$ cat src/sv/assert_macros.svh
// ----------------------------------------------------------------------------
// Assertion macros
// Shared concurrent assertion forms used by the sound generator modules.
// ----------------------------------------------------------------------------
`ifndef ASSERT_MACROS_SVH
`define ASSERT_MACROS_SVH

// The check is active only while reset is released.
`define ASSERT_CLK(label, clk, rstn, prop) \
    label: assert property (@(posedge clk) disable iff (!(rstn)) (prop)) \
        else $error("assertion failed");

// The expression must hold at every clock edge, including during reset.
`define ASSERT_ALWAYS(label, clk, expr) \
    label: assert property (@(posedge clk) (expr)) \
        else $error("invariant failed");

`endif

$ cat src/sv/tvpsg_pkg.sv
// ----------------------------------------------------------------------------
// tvpsg_pkg
// Types and constants shared by the three-voice sound generator modules.
// ----------------------------------------------------------------------------
package tvpsg_pkg;

    typedef enum logic [1:0] {
        ACT_TICK   = 2'd0,
        ACT_SELECT = 2'd1,
        ACT_WRITE  = 2'd2,
        ACT_READ   = 2'd3
    } action_t;

    localparam logic [3:0] REG_TONE_A_FINE   = 4'd0;
    localparam logic [3:0] REG_TONE_A_COARSE = 4'd1;
    localparam logic [3:0] REG_TONE_B_FINE   = 4'd2;
    localparam logic [3:0] REG_TONE_B_COARSE = 4'd3;
    localparam logic [3:0] REG_TONE_C_FINE   = 4'd4;
    localparam logic [3:0] REG_TONE_C_COARSE = 4'd5;
    localparam logic [3:0] REG_NOISE_PERIOD  = 4'd6;
    localparam logic [3:0] REG_MIXER         = 4'd7;
    localparam logic [3:0] REG_VOL_A         = 4'd8;
    localparam logic [3:0] REG_VOL_B         = 4'd9;
    localparam logic [3:0] REG_VOL_C         = 4'd10;
    localparam logic [3:0] REG_ENV_FINE      = 4'd11;
    localparam logic [3:0] REG_ENV_COARSE    = 4'd12;
    localparam logic [3:0] REG_ENV_SHAPE     = 4'd13;

    localparam int NUM_VOICES = 3;
    localparam int NUM_REGS   = 16;

    localparam logic [3:0]  AMP_MAX      = 4'd15;
    localparam logic [3:0]  AMP_MIN      = 4'd0;
    localparam logic [16:0] LFSR_INIT    = 17'h1FFFF;
    localparam logic [15:0] TONE_RESET   = 16'd16;
    localparam logic [8:0]  NOISE_RESET  = 9'd16;
    localparam logic [19:0] ENV_RESET    = 20'd16;

    typedef struct packed {
        logic [2:0]      tone_square;
        logic            noise_bit;
        logic [3:0]      env_amp;
        logic [5:0]      mixer_gate;
        logic [2:0][4:0] volume;
    } gen_status_t;

endpackage

$ cat src/sv/three_voice_tone_noise_envelope_psg.sv
// ----------------------------------------------------------------------------
// three_voice_tone_noise_envelope_psg
// Three-voice tone, noise and envelope sound generator behind sixteen byte
// registers. Every input beat (tick, select, write or read) yields one result
// beat carrying read data, the per-voice gated amplitudes and the active flag.
// The block takes one beat per clock cycle unless a waiting result stalls it: an
// input register, then a combinational state update whose longest path is the
// 20-bit envelope countdown compare and reload, written straight into the
// result register. A result waiting on the output does not stop an empty input
// register from filling. There is no clearing pass after reset.
// ----------------------------------------------------------------------------
`include "assert_macros.svh"

module three_voice_tone_noise_envelope_psg
    import tvpsg_pkg::*;
(
    input  logic       aclk,
    input  logic       aresetn,
    input  logic       s_valid,
    output logic       s_ready,
    input  logic [1:0] s_action,
    input  logic [3:0] s_reg_index,
    input  logic [7:0] s_data_in,
    output logic       m_valid,
    input  logic       m_ready,
    output logic [7:0] m_read_data,
    output logic [3:0] m_level_a,
    output logic [3:0] m_level_b,
    output logic [3:0] m_level_c,
    output logic       m_active_flag
);

    logic        in_valid_reg;
    action_t     in_action_reg;
    logic [3:0]  in_index_reg;
    logic [7:0]  in_data_reg;
    logic        m_valid_reg;
    logic [7:0]  read_data_reg;
    logic [3:0]  level_a_reg, level_b_reg, level_c_reg;
    logic        active_reg;

    logic        go;
    logic [7:0]  rd_data;
    logic        active_next;
    gen_status_t status_next;
    logic [3:0]  lvl_a, lvl_b, lvl_c;

    assign go      = in_valid_reg && (!m_valid_reg || m_ready);
    assign s_ready = !in_valid_reg || go;

    tvpsg_core u_core (
        .aclk        (aclk),
        .aresetn     (aresetn),
        .go          (go),
        .action      (in_action_reg),
        .reg_index   (in_index_reg),
        .data_in     (in_data_reg),
        .rd_data     (rd_data),
        .active_next (active_next),
        .status_next (status_next)
    );

    tvpsg_mixer u_mixer (
        .status  (status_next),
        .level_a (lvl_a),
        .level_b (lvl_b),
        .level_c (lvl_c)
    );

    always_ff @(posedge aclk) begin
        if (!aresetn) begin
            in_valid_reg <= 1'b0;
            m_valid_reg  <= 1'b0;
        end else begin
            if (s_ready) begin
                in_valid_reg <= s_valid;
            end
            if (go) begin
                m_valid_reg <= 1'b1;
            end else if (m_ready) begin
                m_valid_reg <= 1'b0;
            end
        end
    end

    always_ff @(posedge aclk) begin
        if (s_valid && s_ready) begin
            in_action_reg <= action_t'(s_action);
            in_index_reg  <= s_reg_index;
            in_data_reg   <= s_data_in;
        end
        if (go) begin
            read_data_reg <= rd_data;
            level_a_reg   <= lvl_a;
            level_b_reg   <= lvl_b;
            level_c_reg   <= lvl_c;
            active_reg    <= active_next;
        end
    end

    assign m_valid       = m_valid_reg;
    assign m_read_data   = read_data_reg;
    assign m_level_a     = level_a_reg;
    assign m_level_b     = level_b_reg;
    assign m_level_c     = level_c_reg;
    assign m_active_flag = active_reg;

    `ASSERT_CLK(a_go_gives_result, aclk, aresetn, go |=> m_valid_reg)
    `ASSERT_CLK(a_stalled_input_holds, aclk, aresetn,
        (in_valid_reg && !go) |=> (in_valid_reg && $stable(in_index_reg) &&
            $stable(in_data_reg)))

endmodule

$ cat src/sv/tvpsg_core.sv
// ----------------------------------------------------------------------------
// tvpsg_core
// Register file, tone dividers, noise LFSR and envelope sequencer. One beat
// updates the whole state at once, from next-state logic into the registers.
// ----------------------------------------------------------------------------
`include "assert_macros.svh"

module tvpsg_core
    import tvpsg_pkg::*;
(
    input  logic        aclk,
    input  logic        aresetn,
    input  logic        go,
    input  action_t     action,
    input  logic [3:0]  reg_index,
    input  logic [7:0]  data_in,
    output logic [7:0]  rd_data,
    output logic        active_next,
    output gen_status_t status_next
);

    logic [7:0]  rf_reg [NUM_REGS];
    logic [7:0]  rf_next [NUM_REGS];
    logic [3:0]  sel_idx_reg, sel_idx_next;
    logic        sel_valid_reg, sel_valid_next;
    logic        active_reg;
    logic [15:0] tone_per_reg [NUM_VOICES];
    logic [15:0] tone_per_next [NUM_VOICES];
    logic [15:0] tone_cd_reg [NUM_VOICES];
    logic [15:0] tone_cd_next [NUM_VOICES];
    logic [2:0]  tone_sq_reg, tone_sq_next;
    logic [8:0]  noise_per_reg, noise_per_next;
    logic [8:0]  noise_cd_reg, noise_cd_next;
    logic [16:0] lfsr_reg, lfsr_next;
    logic        noise_bit_reg, noise_bit_next;
    logic [19:0] env_per_reg, env_per_next;
    logic [19:0] env_cd_reg, env_cd_next;
    logic [3:0]  env_amp_reg, env_amp_next;
    logic        env_rising_reg, env_rising_next;
    logic [2:0]  env_shape_reg, env_shape_next;
    logic        env_frozen_reg, env_frozen_next;

    always_comb begin
        logic [7:0]  wr_val;
        logic [1:0]  ch;
        logic [11:0] tp;
        logic [15:0] tper;
        logic [4:0]  np;
        logic [8:0]  nper;
        logic [15:0] ep;
        logic [19:0] eper;
        logic        attack;

        rf_next           = rf_reg;
        sel_idx_next      = sel_idx_reg;
        sel_valid_next    = sel_valid_reg;
        active_next       = active_reg;
        tone_per_next     = tone_per_reg;
        tone_cd_next      = tone_cd_reg;
        tone_sq_next      = tone_sq_reg;
        noise_per_next    = noise_per_reg;
        noise_cd_next     = noise_cd_reg;
        lfsr_next         = lfsr_reg;
        noise_bit_next    = noise_bit_reg;
        env_per_next      = env_per_reg;
        env_cd_next       = env_cd_reg;
        env_amp_next      = env_amp_reg;
        env_rising_next   = env_rising_reg;
        env_shape_next    = env_shape_reg;
        env_frozen_next   = env_frozen_reg;
        rd_data           = 8'd0;
        ch                = sel_idx_reg[2:1];
        attack            = rf_reg[REG_ENV_SHAPE][2];

        case (sel_idx_reg)
            REG_TONE_A_COARSE, REG_TONE_B_COARSE, REG_TONE_C_COARSE,
            REG_ENV_SHAPE: wr_val = {4'd0, data_in[3:0]};
            REG_NOISE_PERIOD, REG_VOL_A, REG_VOL_B,
            REG_VOL_C:     wr_val = {3'd0, data_in[4:0]};
            default:       wr_val = data_in;
        endcase

        tp   = {rf_next[{1'b0, ch, 1'b1}][3:0], rf_next[{1'b0, ch, 1'b0}]};
        tper = 16'd0;
        np   = 5'd0;
        nper = 9'd0;
        ep   = 16'd0;
        eper = 20'd0;

        if (go) begin
            unique case (action)
                ACT_TICK: begin
                    for (int i = 0; i < NUM_VOICES; i++) begin
                        if (tone_cd_reg[i] <= 16'd1) begin
                            tone_cd_next[i] = tone_per_reg[i];
                            tone_sq_next[i] = ~tone_sq_reg[i];
                        end else begin
                            tone_cd_next[i] = tone_cd_reg[i] - 16'd1;
                        end
                    end
                    if (env_cd_reg <= 20'd1) begin
                        env_cd_next = env_per_reg;
                        if (!env_frozen_reg) begin
                            if (env_rising_reg && env_amp_reg < AMP_MAX) begin
                                env_amp_next = env_amp_reg + 4'd1;
                            end else if (!env_rising_reg && env_amp_reg > AMP_MIN) begin
                                env_amp_next = env_amp_reg - 4'd1;
                            end else if (!env_shape_reg[2]) begin
                                env_amp_next    = AMP_MIN;
                                env_frozen_next = 1'b1;
                            end else if (env_shape_reg[0]) begin
                                env_frozen_next = 1'b1;
                                if (env_shape_reg[1]) begin
                                    env_amp_next = attack ? AMP_MIN : AMP_MAX;
                                end else begin
                                    env_amp_next = attack ? AMP_MAX : AMP_MIN;
                                end
                            end else begin
                                if (env_shape_reg[1]) begin
                                    env_rising_next = ~env_rising_reg;
                                    env_amp_next    = env_rising_reg ? AMP_MAX : AMP_MIN;
                                end else begin
                                    env_amp_next    = env_rising_reg ? AMP_MIN : AMP_MAX;
                                end
                            end
                        end
                    end else begin
                        env_cd_next = env_cd_reg - 20'd1;
                    end
                    if (noise_cd_reg <= 9'd1) begin
                        noise_cd_next  = noise_per_reg;
                        lfsr_next      = {lfsr_reg[0] ^ lfsr_reg[3], lfsr_reg[16:1]};
                        noise_bit_next = lfsr_reg[1];
                    end else begin
                        noise_cd_next = noise_cd_reg - 9'd1;
                    end
                end
                ACT_SELECT: begin
                    sel_idx_next   = reg_index;
                    sel_valid_next = 1'b1;
                    active_next    = 1'b1;
                end
                ACT_WRITE: begin
                    if (sel_valid_reg) begin
                        active_next           = 1'b1;
                        rf_next[sel_idx_reg]  = wr_val;
                        tp   = {rf_next[{1'b0, ch, 1'b1}][3:0], rf_next[{1'b0, ch, 1'b0}]};
                        tper = {((tp == 12'd0) ? 12'd1 : tp), 4'd0};
                        np   = rf_next[REG_NOISE_PERIOD][4:0];
                        nper = {((np == 5'd0) ? 5'd1 : np), 4'd0};
                        ep   = {rf_next[REG_ENV_COARSE], rf_next[REG_ENV_FINE]};
                        eper = {((ep == 16'd0) ? 16'd1 : ep), 4'd0};
                        if (sel_idx_reg <= REG_TONE_C_COARSE) begin
                            tone_per_next[ch] = tper;
                            if (tone_cd_reg[ch] == 16'd0 || tone_cd_reg[ch] > tper) begin
                                tone_cd_next[ch] = tper;
                            end
                        end else if (sel_idx_reg == REG_NOISE_PERIOD) begin
                            noise_per_next = nper;
                            if (noise_cd_reg == 9'd0 || noise_cd_reg > nper) begin
                                noise_cd_next = nper;
                            end
                        end else if (sel_idx_reg == REG_ENV_FINE ||
                                     sel_idx_reg == REG_ENV_COARSE) begin
                            env_per_next = eper;
                            env_cd_next  = eper;
                        end else if (sel_idx_reg == REG_ENV_SHAPE) begin
                            env_per_next    = eper;
                            env_cd_next     = eper;
                            env_shape_next  = {wr_val[3], wr_val[1], wr_val[0]};
                            env_rising_next = wr_val[2];
                            env_amp_next    = wr_val[2] ? AMP_MIN : AMP_MAX;
                            env_frozen_next = 1'b0;
                        end
                    end
                end
                ACT_READ: begin
                    if (sel_valid_reg) begin
                        rd_data = rf_reg[sel_idx_reg];
                    end
                end
                default: begin
                    rd_data = 8'd0;
                end
            endcase
        end
    end

    always_comb begin
        status_next.tone_square = tone_sq_next;
        status_next.noise_bit   = noise_bit_next;
        status_next.env_amp     = env_amp_next;
        status_next.mixer_gate  = rf_next[REG_MIXER][5:0];
        status_next.volume[0]   = rf_next[REG_VOL_A][4:0];
        status_next.volume[1]   = rf_next[REG_VOL_B][4:0];
        status_next.volume[2]   = rf_next[REG_VOL_C][4:0];
    end

    always_ff @(posedge aclk) begin
        if (!aresetn) begin
            for (int i = 0; i < NUM_REGS; i++) begin
                rf_reg[i] <= 8'd0;
            end
            for (int i = 0; i < NUM_VOICES; i++) begin
                tone_per_reg[i] <= TONE_RESET;
                tone_cd_reg[i]  <= TONE_RESET;
            end
            sel_idx_reg      <= 4'd0;
            sel_valid_reg    <= 1'b0;
            active_reg       <= 1'b0;
            tone_sq_reg      <= 3'b111;
            noise_per_reg    <= NOISE_RESET;
            noise_cd_reg     <= NOISE_RESET;
            lfsr_reg         <= LFSR_INIT;
            noise_bit_reg    <= 1'b1;
            env_per_reg      <= ENV_RESET;
            env_cd_reg       <= ENV_RESET;
            env_amp_reg      <= AMP_MAX;
            env_rising_reg   <= 1'b0;
            env_shape_reg    <= 3'd0;
            env_frozen_reg   <= 1'b0;
        end else begin
            rf_reg           <= rf_next;
            tone_per_reg     <= tone_per_next;
            tone_cd_reg      <= tone_cd_next;
            sel_idx_reg      <= sel_idx_next;
            sel_valid_reg    <= sel_valid_next;
            active_reg       <= active_next;
            tone_sq_reg      <= tone_sq_next;
            noise_per_reg    <= noise_per_next;
            noise_cd_reg     <= noise_cd_next;
            lfsr_reg         <= lfsr_next;
            noise_bit_reg    <= noise_bit_next;
            env_per_reg      <= env_per_next;
            env_cd_reg       <= env_cd_next;
            env_amp_reg      <= env_amp_next;
            env_rising_reg   <= env_rising_next;
            env_shape_reg    <= env_shape_next;
            env_frozen_reg   <= env_frozen_next;
        end
    end

    `ASSERT_CLK(a_active_sticky, aclk, aresetn, active_reg |=> active_reg)
    `ASSERT_CLK(a_select_takes, aclk, aresetn,
        (go && action == ACT_SELECT) |=>
            (sel_valid_reg && active_reg && sel_idx_reg == $past(reg_index)))
    `ASSERT_CLK(a_frozen_holds, aclk, aresetn,
        (env_frozen_reg && !(go && action == ACT_WRITE)) |=> $stable(env_amp_reg))
    `ASSERT_CLK(a_counts_nonzero, aclk, aresetn,
        tone_cd_reg[0] != 16'd0 && tone_cd_reg[1] != 16'd0 && tone_cd_reg[2] != 16'd0 &&
        noise_cd_reg != 9'd0 && env_cd_reg != 20'd0)

endmodule

$ cat src/sv/tvpsg_mixer.sv
// ----------------------------------------------------------------------------
// tvpsg_mixer
// Gates each voice with its tone and noise outputs, each bypassed when its mixer
// bit is set, and picks the fixed or envelope amplitude.
// ----------------------------------------------------------------------------
module tvpsg_mixer
    import tvpsg_pkg::*;
(
    input  gen_status_t status,
    output logic [3:0]  level_a,
    output logic [3:0]  level_b,
    output logic [3:0]  level_c
);

    logic [3:0] level [NUM_VOICES];

    always_comb begin
        for (int i = 0; i < NUM_VOICES; i++) begin
            if ((status.mixer_gate[i] | status.tone_square[i]) &&
                (status.mixer_gate[i + 3] | status.noise_bit)) begin
                level[i] = status.volume[i][4] ? status.env_amp : status.volume[i][3:0];
            end else begin
                level[i] = 4'd0;
            end
        end
    end

    assign level_a = level[0];
    assign level_b = level[1];
    assign level_c = level[2];

endmodule
$ cat config.mk
export PLATFORM = sky130hd
export DESIGN_NAME = three_voice_tone_noise_envelope_psg
export DESIGN_NICKNAME = d
export VERILOG_FILES = /design/src/sv/tvpsg_pkg.sv /design/src/sv/three_voice_tone_noise_envelope_psg.sv /design/src/sv/tvpsg_core.sv /design/src/sv/tvpsg_mixer.sv
export VERILOG_INCLUDE_DIRS = /design/src /design/src/sv
export SDC_FILE = /design/constraint.sdc
export NUM_CORES = 1
export LEC_CHECK = 0
export BUFFER_PORTS_ARGS = -buffer_cell sky130_fd_sc_hd__buf_2
export CAP_MARGIN = 15
export CORE_ASPECT_RATIO = 1.4
export CORE_MARGIN = 1.5
export CORE_UTILIZATION = 25
export DETAILED_ROUTE_END_ITERATION = 12
export GPL_TIMING_DRIVEN = 1
export MAX_ROUTING_LAYER = met4
export PLACE_DENSITY = 0.48
export RECOVER_POWER = 25
export SYNTH_ARGS = -nofsm -noshare
export SYNTH_HDL_FRONTEND = slang
export SYNTH_HIERARCHICAL = 1
export SYNTH_SLANG_ARGS = --single-unit
$ cat constraint.sdc
create_clock -name aclk -period 3.8 [get_ports aclk]
set_clock_uncertainty 0.1 [all_clocks]
set_input_delay 0.38 -clock aclk [delete_from_list [all_inputs] [get_ports aclk]]
set_output_delay 0.38 -clock aclk [all_outputs]
set_load 0.05 [all_outputs]
* Yosys cells after proc, flatten, opt, wreduce, memory -nomap -nowiden
Index checks and enable logic that the tools add are counted.
** Word-level totals
- Bits in registers :: 351
- Output and inout bits :: 23
** Operators by class
- Add/sub/neg operators :: 7
- Magnitude comparators :: 16
- Equal/unequal tests :: 30
- Multiplexer cells :: 107
- Bitwise operators :: 18
- Reduce and logical (&&, ||, !) cells :: 41
** Operators by type and width (number)
- $mux 70 :: 3
- $mux 48 :: 3
- $bwmux 128 :: 1
- $mux 20 :: 6
- $mux 16 :: 7
- $bmux 8 s4 :: 3
- $bwmux 48 :: 2
- $mux 4 :: 24
- $pmux 48 s2 :: 1
- $le 16x1->1 const B :: 3
- $sub 16x1->16 const B :: 3
- $mux 9 :: 5
- $mux 8 :: 5
- $pmux 20 s2 :: 1
- $mux 1 :: 33
- $bmux 16 s2 :: 1
- $demux 16 s2 :: 1
- $demux 8 s4 :: 1
- $logic_not 16->1 :: 2
- $eq 4x4->1 const B :: 6
- $le 20x1->1 const B :: 1
- $sub 20x1->20 const B :: 1
- $ne 2x1->1 const B :: 9
- $pmux 9 s2 :: 1
- 49 further kinds :: 96

* Depth between registers and ports, before layout
- Word-level depth :: 17
- Mapped depth :: 19

* By module
The synthesis kept the hierarchy.
** By module, submodules not included
- tvpsg_core :: times used 1, cells each 1966, area each 16370.7 sq um, sequential area each 5965.7 sq um
- three_voice_tone_noise_envelope_psg :: times used 1, cells each 44, area each 1154.9 sq um, sequential area each 1091.0 sq um
- tvpsg_mixer :: times used 1, cells each 30, area each 198.9 sq um, sequential area each 0.0 sq um

* Least setup slack after synthesis
OpenSTA, ideal clock, no wires.
- Path kind :: flip-flop to flip-flop
- From :: register m_valid_reg, in the netlist m_valid
- To :: register level_a_reg[0], in the netlist m_level_a[0], data pin
- Setup time :: 0.264 ns
- Arrival time :: 3.714 ns
- Required time :: 3.436 ns
- Setup slack :: -0.278 ns
- Cell stages (with the launch flop) :: 12
- Path through :: dfxtp_1 -> nor2b_4 -> nor2b_1 -> clkbuf_1 -> nand3_1 -> clkbuf_1 -> nor3_1 -> nand2_1 -> o21ai_0 -> clkbuf_2 -> mux2i_1 -> nor2_1
** RTL lines
- start, declared :: RTL line three_voice_tone_noise_envelope_psg.sv:37 : logic m_valid_reg;
- start signal, assigned :: RTL line three_voice_tone_noise_envelope_psg.sv:73 : m_valid_reg <= 1'b0;
- start signal, assigned :: RTL line three_voice_tone_noise_envelope_psg.sv:79 : m_valid_reg <= 1'b1;
- start signal, assigned :: RTL line three_voice_tone_noise_envelope_psg.sv:81 : m_valid_reg <= 1'b0;
- end signal, assigned :: RTL line three_voice_tone_noise_envelope_psg.sv:94 : level_a_reg <= lvl_a;
- end, declared :: RTL line three_voice_tone_noise_envelope_psg.sv:39 : logic [3:0] level_a_reg, level_b_reg, level_c_reg;

* Worst setup path in the final report
- From :: register u_core.sel_idx_reg[2]
- To :: register u_core/tone_cd_reg[10] (netlist name)
** On the way
- Cells in the longest elaborated chain, start to end :: 16
** Ends and longest elaborated chain
- start, declared :: RTL line tvpsg_core.sv:24 : logic [3:0] sel_idx_reg, sel_idx_next;
- start signal, assigned :: RTL line tvpsg_core.sv:226 : sel_idx_reg <= sel_idx_next;
- branches (longest 16 deep; another with $gt 16x16->1)
- end signal, assigned :: RTL line tvpsg_core.sv:225 : tone_cd_reg <= tone_cd_next;
- end, declared :: RTL line tvpsg_core.sv:29 : logic [15:0] tone_cd_reg [NUM_VOICES];
Parallel ways; which one is timed is not known. The select of a mux whose other input is x is not followed.
A chain may end at the register's enable or synchronous reset.

==> results.yml <==
run_status:
  outcome: "finished with violations"
  violations: "capacitance limit, slew limit"
setup_path:
  worstSetupStartpointType: "register"
  crit_path_max_fanout: 16
  required_ps: 4170
  worst_r2r_startpoint: "u_core/sel_idx_reg[2]"
  worst_endpoint_data_arrival_time_ps: 4080
  critical-path-slowest-cell: "sky130_fd_sc_hd__dfxtp_4"
  crit_path_cell_trace: "buf_6 > buf_4 > clkbuf_16 > a211oi_1 > a21oi_1 > a211oi_1 > nor4b_4 > nor2b_2 > inv_1 > ha_1 > nand3_1 > nor2_1 > and3_4 > o32ai_4 > buf_12 > clkbuf_16 > a21oi_1 > a311oi_1"
  worst-r2r-setup-slack_ps: 90
  timing_worst_setup_path_type: "register to register"
  timing.rr.end: "u_core/tone_cd_reg[10]"
  slowest_delay_ps: 380
  endpoint_kind: "register"
  number_of_cell_instances_on_the_worst_register_to_register_path: 18
clock_network:
  clock_path_buffers: 3
  cts_buffers: 38
  tritoncts: "done"
  cts.clk_slew.worst_paths_ps: 60
  clock_sinks: 335
  worst_skew_pair.late_latency_ps: 600
  ctsHtreeMaxLevel: 2
  cts_root_buf: "sky130_fd_sc_hd__clkbuf_16"
min_path:
  holdPathStages: 3
  timing.hold.worst.class: "input pin to register"
  hold_path_origin: "m_ready"
  min_to: "m_valid"
synthesis:
  synthesis.instances: 2040
  synth.lib_cells_used.distinct: 90
  edff_count_synth: 35
  synth_top_flop_cell: "sky130_fd_sc_hd__dfxtp_1"
  post_synth_main_area_contributors: "sky130_fd_sc_hd__dfxtp_1 34%, sky130_fd_sc_hd__mux4_2 6.1%, sky130_fd_sc_hd__edfxtp_1 5.9%, sky130_fd_sc_hd__nor2_1 5.3%, sky130_fd_sc_hd__nand2_1 5.1%"
  synthesized_area_um2: 17700
  yosysWarnings: 6
  async_reset_ff_share_pct: 0
  netlist.area_leader.share_pct: 33.9
  synth_nets: 2091
  yosysSeqAreaShare_pct: 39.8
  netlist.top_cell.by_area: "sky130_fd_sc_hd__dfxtp_1"
  post_synth.cell_area_avg_um2: 8.69
  synth.ff_latch_count: 335
placed_design:
  dp_hpwl_um: 46200
  place.detailed.instances: 2986
  gp_congestion: 0.902
  buffer_ports.inserted: 40
timing:
  report.final.setup_viol: 0
  maxSlewHeadroom_pct: -5.88
  timing.final.crit_share_pct: 97.7
  final_period_minus_worst_setup_slack_ps: 3710
  finalMaxSlewViolations: 15
  setup_repair_after_global_routing_missed_its_margin: "yes"
  tightestPinTransition_ps: 1590
  timing.fmax_mhz: 269
  report.final.hold_viol_count: 0
routing:
  detail_route.vias_per_cell: 5.21
  postRouteAntennaNets: 0
  drtPass1Iterations: 5
  detail_route.iter0.violations: 1146
  wirelength_um: 64700
  avgRoutedWirePerCell_um: 21.0
  drc: 0
  vias_post_dr: 16100
global_route:
  overflow: 0
  gr-usage-met1_pct: 20.0
  global_route.usage.total_pct: 17.8
  grt_antenna_before_repair: 0
  grt_use_met2_pct: 30.9
  grt_first_pass_wirelength_um: 97800
  grt_pass1_vias: 15800
  busiest_layer: "met2"
  largest_net_degree_at_the_start_of_global_routing: 124
  met3_usage_pct: 2.05
die:
  design.portCount: 41
  placementRows: 115
  total_die_area_um2: 72500
  core_um2: 70200
  die-width_um: 228
  start_util_pct: 25.2
  die_y_um: 318
final_layout:
  final.fill_count: 7552
  final_layout_size_suffix_gt1_share_pct: 16.7
  instances_no_fill: 3084
  mostFrequentLayoutCells: "296 x sky130_fd_sc_hd__dfxtp_1, 248 x sky130_fd_sc_hd__nor2_1, 239 x sky130_fd_sc_hd__nand2_1"
  fin_nets: 2169
  largest_register_ffs: 128
  syn2layout_area_growth_pct: 19.8
  utilization_pct: 30.3
  num_antenna_cells: 0
  most_common_cell_after_layout_fill_and_taps_aside: "sky130_fd_sc_hd__dfxtp_1"
power_and_ir_drop:
  p_leak_nw: 7.63
  power.ir.vdd_worst_mv: 0.275
  p_per_area_nw_per_um2: 403
  post-layout-total-power_mw: 8.55
run:
  cap_viol_max_count: 1
## how the worst max path moves through the flow
stage	startpoint	to
after floorplan	u_core/sel_idx_reg[3]	u_core/tone_cd_reg[18]
after global placement	u_core/sel_idx_reg[2]	u_core/tone_cd_reg[14]
after detailed placement	u_core/sel_idx_reg[2]	u_core/tone_cd_reg[14]
after CTS	u_core/sel_idx_reg[2]	u_core/tone_cd_reg[19]
after global routing	u_core/sel_idx_reg[2]	u_core/tone_cd_reg[13]
final	u_core/sel_idx_reg[2]	u_core/tone_cd_reg[10]
## cells in the mapped netlist (13+ instances only)
library cell,count
sky130_fd_sc_hd__nor2_1,249
sky130_fd_sc_hd__edfxtp_1,35
sky130_fd_sc_hd__nor4_1,32
sky130_fd_sc_hd__xnor2_1,23
sky130_fd_sc_hd__and2_1,27
sky130_fd_sc_hd__xor2_1,25
sky130_fd_sc_hd__ha_1,33
sky130_fd_sc_hd__mux4_2,48
sky130_fd_sc_hd__nand4_1,14
sky130_fd_sc_hd__buf_2,31
sky130_fd_sc_hd__a31oi_1,13
sky130_fd_sc_hd__o21ai_0,53
sky130_fd_sc_hd__mux2i_1,68
sky130_fd_sc_hd__clkbuf_1,113
sky130_fd_sc_hd__a21oi_1,174
sky130_fd_sc_hd__o211ai_1,13
sky130_fd_sc_hd__a211oi_1,71
sky130_fd_sc_hd__nor2b_1,19
sky130_fd_sc_hd__and3_1,33
sky130_fd_sc_hd__o22ai_1,17
sky130_fd_sc_hd__o21a_1,16
sky130_fd_sc_hd__a311oi_1,24
sky130_fd_sc_hd__nand2_1,240
sky130_fd_sc_hd__mux2_2,20
sky130_fd_sc_hd__nor3_1,55
sky130_fd_sc_hd__o32a_1,14
sky130_fd_sc_hd__inv_1,26
sky130_fd_sc_hd__dfxtp_1,300
sky130_fd_sc_hd__nand3_1,74
## critical path: cells and delay by family, from the launching register on
family,cells,cell delay (ps)
and+or+nand+nor,5,700
adders and majority gates,1,220
DFF,1,380
buffers and inverters,6,860
AOI/OAI and AO/OA,6,1310
## routing by layer
| layer | vias up | wire length, um |
|---|---|---|
| met1 | 7839 | 25700 |
| met3 | 170 | 2430 |
| met2 | 470 | 32500 |
| met4 | 0 | 4040 |
| li1 | 7582 | - |
| met5 | - | 0 |
## kinds of logic (layout without fill, tap and decap cells)
logic type                 count (synthesis)  count (layout)  synth area share (%)
and+or+nand+nor                          820             820                  22.0
AOI/OAI and AO/OA                        474             474                  17.7
DFF                                      335             335                  39.8
buffers and inverters                    194             302                  4.60
muxes                                    136             136                  11.2
xor gates and xnor gates                  48              48                  2.37
adders and majority gates                 33              33                  2.33
## per-stage QoR
| stage | TNS [ps] | setup WS, ps | instance area [um2] | hold slack [ps] |
|---|---|---|---|---|
| floorplan | 0 | 2.84 | 17700 | 332 |
| global placement | 0 | 1.42 | 19500 | 340 |
| detailed placement | -466 | -101 | 19500 | 345 |
| CTS | 0 | 2.94 | 21000 | 40.1 |
| global route | -2720 | -125 | 21200 | 80.8 |
| finish | 0 | 86.3 | 21200 | 81.9 |
## layout make-up
type	instances	area, um2	share of cell area (%)
flip-flops and latches	335	7060	33.3
well taps	936	1170	5.51
clock inverters	18	205	0.966
multi-input cells	1511	10000	47.1
clock buffers	52	1090	5.15
inverters	28	110	0.518
repair buffers	204	1580	7.46
## where the power goes
| group | leakage, nW | internal, mW | switching (mW) |
|---|---|---|---|
| clock | 0.639 | 2.19 | 1.64 |
| sequential | 2.77 | 3.64 | 0.0946 |
| combinational | 4.22 | 0.367 | 0.623 |
| total | 7.63 | 6.19 | 2.36 |
## what timing repair did
action	in CTS	in global routing
cloned	0	3
resized for setup	4	35
endpoints found under the hold margin	16	0
hold buffers	17	0
setup buffers	0	8
endpoints found under the setup margin	39	51
pin swaps	2	27
(Power assumes the default switching activity.)
